--- src/design/spd_pkg.sv ---
`default_nettype none
package spd_pkg;

  typedef enum logic [2:0] {
    OP_SCALE,
    OP_GRAD2,
    OP_GRAD3,
    OP_RAY2,
    OP_RAY3
  } op_e;

  localparam logic [2:0] MODE_SCALE = 3'd0;
  localparam logic [2:0] MODE_GRAD2 = 3'd1;
  localparam logic [2:0] MODE_GRAD3 = 3'd2;
  localparam logic [2:0] MODE_RAY2  = 3'd3;
  localparam logic [2:0] MODE_RAY3  = 3'd4;

  localparam logic [1:0] ST_OK    = 2'd0;
  localparam logic [1:0] ST_ZERO  = 2'd1;
  localparam logic [1:0] ST_RANGE = 2'd2;
  localparam logic [1:0] ST_BAD   = 2'd3;

  localparam logic [2:0] REG_SCALE_X  = 3'd0;
  localparam logic [2:0] REG_SCALE_Y  = 3'd1;
  localparam logic [2:0] REG_SCALE_Z  = 3'd2;
  localparam logic [2:0] REG_DILATION = 3'd3;
  localparam logic [2:0] REG_MODE     = 3'd4;
  localparam logic [2:0] REG_CENTER_X = 3'd5;
  localparam logic [2:0] REG_CENTER_Y = 3'd6;
  localparam logic [2:0] REG_CENTER_Z = 3'd7;

  localparam logic signed [15:0] DIL_MAX = 16'sd20480;

  localparam int SQ_STEPS   = 32;
  localparam int DIV_STEPS  = 14;
  localparam int BACK_STEPS = SQ_STEPS + 1 + DIV_STEPS;
  localparam int MAG_W      = 45;

  // square root and divider pipeline word
  typedef struct packed {
    op_e                           op;
    logic [1:0]                    status;
    logic signed [24:0]            ox;
    logic signed [24:0]            oy;
    logic signed [24:0]            oz;
    logic [2:0]                    neg;
    logic [63:0]                   rem;
    logic [31:0]                   root;
    logic [2:0][MAG_W-1:0]         mag;
    logic [2:0][DIV_STEPS-1:0]     quo;
  } back_t;

endpackage
`default_nettype wire

--- src/design/spd_step.sv ---
`default_nettype none
module spd_step #(
  parameter int K = 0
) (
  input  spd_pkg::back_t d_i,
  output spd_pkg::back_t d_o
);
  localparam int SB = spd_pkg::SQ_STEPS - 1 - K;
  localparam int DB = spd_pkg::SQ_STEPS + spd_pkg::DIV_STEPS - K;

  if (K < spd_pkg::SQ_STEPS) begin : g_sqrt
    // one root bit: (root + 2^b)^2 - root^2 = root * 2^(b+1) + 2^(2b)
    logic [63:0] trial;
    assign trial = ({32'd0, d_i.root} << (SB + 1)) | (64'd1 << (2 * SB));
    always_comb begin
      d_o = d_i;
      if (d_i.rem >= trial) begin
        d_o.rem  = d_i.rem - trial;
        d_o.root = d_i.root | (32'd1 << SB);
      end
    end
  end else if (K == spd_pkg::SQ_STEPS) begin : g_prep
    // round to nearest: add half the divisor before the floor division
    always_comb begin
      d_o = d_i;
      for (int j = 0; j < 3; j++) begin
        d_o.mag[j] = d_i.mag[j] + spd_pkg::MAG_W'(d_i.root >> 1);
      end
    end
  end else begin : g_div
    logic [spd_pkg::MAG_W-1:0] dsh;
    assign dsh = spd_pkg::MAG_W'(d_i.root) << DB;
    always_comb begin
      d_o = d_i;
      for (int j = 0; j < 3; j++) begin
        if (d_i.mag[j] >= dsh) begin
          d_o.mag[j]     = d_i.mag[j] - dsh;
          d_o.quo[j][DB] = 1'b1;
        end
      end
    end
  end
endmodule
`default_nettype wire

--- config.mk ---
export PLATFORM = sky130hd
export DESIGN_NAME = spd_step
export DESIGN_NICKNAME = d
export VERILOG_FILES = /design/src/design/spd_pkg.sv /design/src/design/spd_step.sv
export SDC_FILE = /design/constraint.sdc
export NUM_CORES = 1
export LEC_CHECK = 0
export ABC_AREA = 1
export BUFFER_PORTS_ARGS = -buffer_cell sky130_fd_sc_hd__buf_2
export CAP_MARGIN = 20
export CORE_AREA = 2 2 278 280
export DETAILED_ROUTE_END_ITERATION = 12
export DIE_AREA = 0 0 280 282
export PLACE_DENSITY = 0.35
export SYNTH_ARGS = -nofsm -noshare
export SYNTH_HDL_FRONTEND = slang
export SYNTH_SLANG_ARGS = --single-unit
--- constraint.sdc ---
create_clock -name vclk -period 2.65
set_clock_uncertainty 0.2 [all_clocks]
set_input_delay 0.3975 -clock vclk [all_inputs]
set_output_delay 0.3975 -clock vclk [all_outputs]
set_load 0.01 [all_outputs]
== After elaboration in Yosys (flattened, before gate mapping) ==
Cells that the tools add are included.
Storage, ports and cells
  register bits after elaboration: 0
  latch bits: 0
  RAM bits: 0
  memory bits (read-only): 0
  output and inout port bits: 356
  memories kept: 0
Operators by class
  add/subtract/negate cells: 1
  multiply operators: 0
  div/mod/pow operators: 0
  magnitude comparators: 1
  eq/ne operators: 0
  shifts and indexed selects: 0
  mux-type cells: 1
  bitwise logic cells: 0
  reduce and logical (&&, ||, !) cells: 0
Operators with widths (number)
  96-bit two-way mux: 1
  64-bit greater-or-equal comparator: 1
  64-bit subtractor: 1

== Longest topological paths before layout ==
  depth in word-level cells: 2
  mapped depth: 15
  gate-level depth less buffers: 15

== Worst setup path before layout ==
Ideal clock, no wire load.
  kind: in2out
  start: in d_i[241] (netlist name)
  end: out d_o[253] (netlist name)
  arrival: 2069 ps
  data required time: 2053 ps
  slack: -17 ps
  stages on the path: 15
  path buffers: 1
  cells stage by stage: inv_1 ha_1 fa_1 inv_1 nand2_1 nand2_1 nand3_1 nand2_1 nand2_1 nand2_1 nand2_2 nand3_4 buf_6 nand2_1 o21ai_0
RTL lines
  start, declared: line spd_step.sv:5  | input spd_pkg::back_t d_i,
  end, declared: line spd_step.sv:6  | output spd_pkg::back_t d_o

==> run_results.csv <==
group,metric,value,unit
run_status,outcome,"complete, but fails checks",
run_status,failed_checks,"setup timing",
cells_and_area,multi_input_area,3343,µm²
routing,ant_nets,0,
worst_setup_path,required,2.05,ns
routing,wl_per_cell,16.14,µm
routing,via_per_inst,2.819,
routing,drcViolationCount,0,
hold_path,hold_class,"primary input to output pin",
timing,worst_slack,-0.2744,ns
power_and_ir_drop,power.internal,0.7627,mW
worst_setup_path,path_class,"primary input to output pin",
power_and_ir_drop,total_leakage_power,3.918,nW
power_and_ir_drop,netSwitchingFraction,55.02,%
synthesis,synth_warnings,0,
placement,hpwl,28.72,mm
timing,slew_violations,0,
routing,first_pass_iters,4,
synthesis,ys_seq_area_share,0,%
placement,place_inst,1997,
routing,num_vias,5669,
worst_setup_path,critPathCaptureType,"output pin",
cells_and_area,antenna_cells,0,
timing,finalSetupViolCount,33,
timing,finalCritPeriodShare,110.4,%
grt,use_met1,10.58,%
cells_and_area,ff_latch_area,0,µm²
worst_setup_path,crit_fanout,5,
cells_and_area,fillers,8937,
placement,place.port_buffers,190,
cells_and_area,seq_cell_count,0,
synthesis,ys_types,28,
cells_and_area,fin_util,10.02,%
power_and_ir_drop,pwr-share-seq,0,%
power_and_ir_drop,power-per-cell-area,223.5,nW/µm²
grt,grt_pass1_vias,5503,
grt,use_met3,2.909,%
timing,fmax,342.0,MHz
power_and_ir_drop,clkPwrFrac,0,%
synthesis,syn_area,5662,µm²
die,dieArea,78960,µm²
routing,wl,32.46,mm
grt,grt_overflow,0,
cells_and_area,drive_gt1_share,48.98,%
worst_setup_path,arrival,2.33,ns
hold_path,hold_start,"d_i[108]",
die,dieHeight,282,µm
grt,use_met2,10.95,%
grt,grt_max_degree,14,
hold_path,hold-path-endpoint,"d_o[108]",
grt,antenna_found_initial,5,
die,ios,712,
synthesis,syn_area_per_cell,5.578,µm²
grt,busiest_layer,"met2",
power_and_ir_drop,total_power,1.695,mW
timing,fin_crit,2.924,ns
grt,grt_first_pass_wirelength,42.85,mm
power_and_ir_drop,p_switching,0.9328,mW
worst_setup_path,critical_path.startpoint_type,"primary input",
timing,hold_viol_final,0,
cells_and_area,clkbuf_count,0,
synthesis,synthTopCellsByArea,"buf_4 43%, nand2_1 18%, inv_1 12%, ha_1 6.9%, nor2_1 3.8%",
grt,grt_usage,7.745,%
cells_and_area,layout.nets,1423,
hold_path,whs_path_depth,0,
timing,rsz0062_at_grt,"yes",
synthesis,synth.top_cell.area_share,42.96,%
die,core_area,75700,µm²
clock_tree,holdBufCountCts,0,
job,drv_cap,0,
die,rows,101,
synthesis,syn_inst,1015,
power_and_ir_drop,combinationalPowerShare,100.0,%
timing,tightestPinTransition,0.3484,ns
timing,relSlewSlack,76.69,%
synthesis,synth_top_area_cell,"buf_4",
cells_and_area,final_cells,2011,
die,die_w,280,µm
placement,gp_congestion,0.8039,
cells_and_area,syn2layout_area_growth,34.01,%
synthesis,synth_nets,1403,
power_and_ir_drop,peakVddDrop,0.07004,mV
die,initial_core_util,7.479,%
routing,drtIter0Drc,250,
-- repair_timing --
action | CTS | global route
pin swaps | 28 | 36
buffers inserted | 10 | 5
setup endpoints to repair | 33 | 33
gates resized for setup | 135 | 75
gates cloned | 3 | 0
-- logic make-up (layout without fill, tap and decap cells) --
logic type	after synthesis	count (layout)	synth area share (%)
simple gates	420	420	30.98
fa+ha+maj	32	32	7.204
buf+inv	508	526	55.80
compound gates	40	40	3.691
xor+xnor	15	15	2.321
-- per-stage QoR --
step           setup TNS (ns)  hold WS [ns]  worst slack (ns)  instance area (µm²)
3_3_place_gp           -19.10        0.5951           -0.7482                 6500
3_5_place_dp           -18.22        0.5951           -0.7185                 6500
2_1_floorplan               0        0.6868           0.03227                 5694
6_report               -6.515        0.5950           -0.2744                 7587
5_1_grt                -11.33        0.5950           -0.4145                 7587
4_1_cts                -11.86        0.5951           -0.4199                 7335
-- power by group through the flow --
stage / clock network (mW) / logic, mW / registers, mW
6_report: 0 / 1.70 / 0
5_1_grt: 0 / 1.88 / 0
4_1_cts: 0 / 1.67 / 0
3_5_place_dp: 0 / 1.42 / 0
3_3_place_gp: 0 / 1.43 / 0
2_1_floorplan: 0 / 1.10 / 0
-- routing by layer --
| metal | routed length (µm) | vias to the layer above |
|---|---|---|
| met1 | 14860 | 2413 |
| met5 | 80 | - |
| li1 | - | 2751 |
| met3 | 3288 | 122 |
| met4 | 1187 | 4 |
| met2 | 13050 | 379 |
-- layout make-up --
| cell class | count | share of cell area [%] |
|---|---|---|
| Tap cell | 978 | 16.13 |
| Inverter | 177 | 8.839 |
| Multi-Input combinational cell | 507 | 44.06 |
| Timing Repair Buffer | 349 | 30.97 |
-- worst max-delay path, stage by stage --
cell and delay (ns):
buf_4 0.13, inv_1 0.05, ha_2 0.33, nand2_2 0.09
nor2_4 0.13, inv_2 0.05, nor2_4 0.12, nand2_2 0.09
nor2_2 0.10, nand2_2 0.08, nand3_4 0.15, buf_12 0.16
buf_12 0.14, nand2_4 0.04, nand2_2 0.08, nand2_4 0.06
buf_6 0.12
-- placed cells by master, fill, tap and decap left out, types with 5 or more instances in the layout --
cell type,instances
buf_2,174
nor2_4,7
nand2_4,13
buf_12,6
buf_4,150
buf_8,5
nand3_2,6
xor2_1,7
ha_4,27
o21ai_2,12
nand3_4,5
inv_1,163
o21ai_1,6
nand3_1,30
buf_6,14
nor2_1,48
a21oi_1,13
nand2_2,47
nand4_1,20
inv_2,12
nor2_2,10
nand2_1,221
-- worst max path at each step --
stage	slack, ns	depth (start not counted)	to	start
5_1_grt	-0.41	17	d_o[271]	d_i[205]
4_1_cts	-0.42	19	d_o[259]	d_i[241]
3_5_place_dp	-0.72	16	d_o[261]	d_i[201]
3_3_place_gp	-0.75	16	d_o[261]	d_i[201]
2_1_floorplan	0.03	11	d_o[246]	d_i[180]
6_report	-0.27	17	d_o[271]	d_i[193]
-- synth_stat cells (5+ instances only) --
library cell	instances
a21oi_1	18
inv_1	174
nand3_1	40
o21ai_0	15
nor2_2	5
nor2_1	58
xor2_1	13
nor3_1	5
ha_1	31
nand4_1	20
nand2_1	277
buf_4	324
Note: power is estimated with default switching activity, not from simulation.
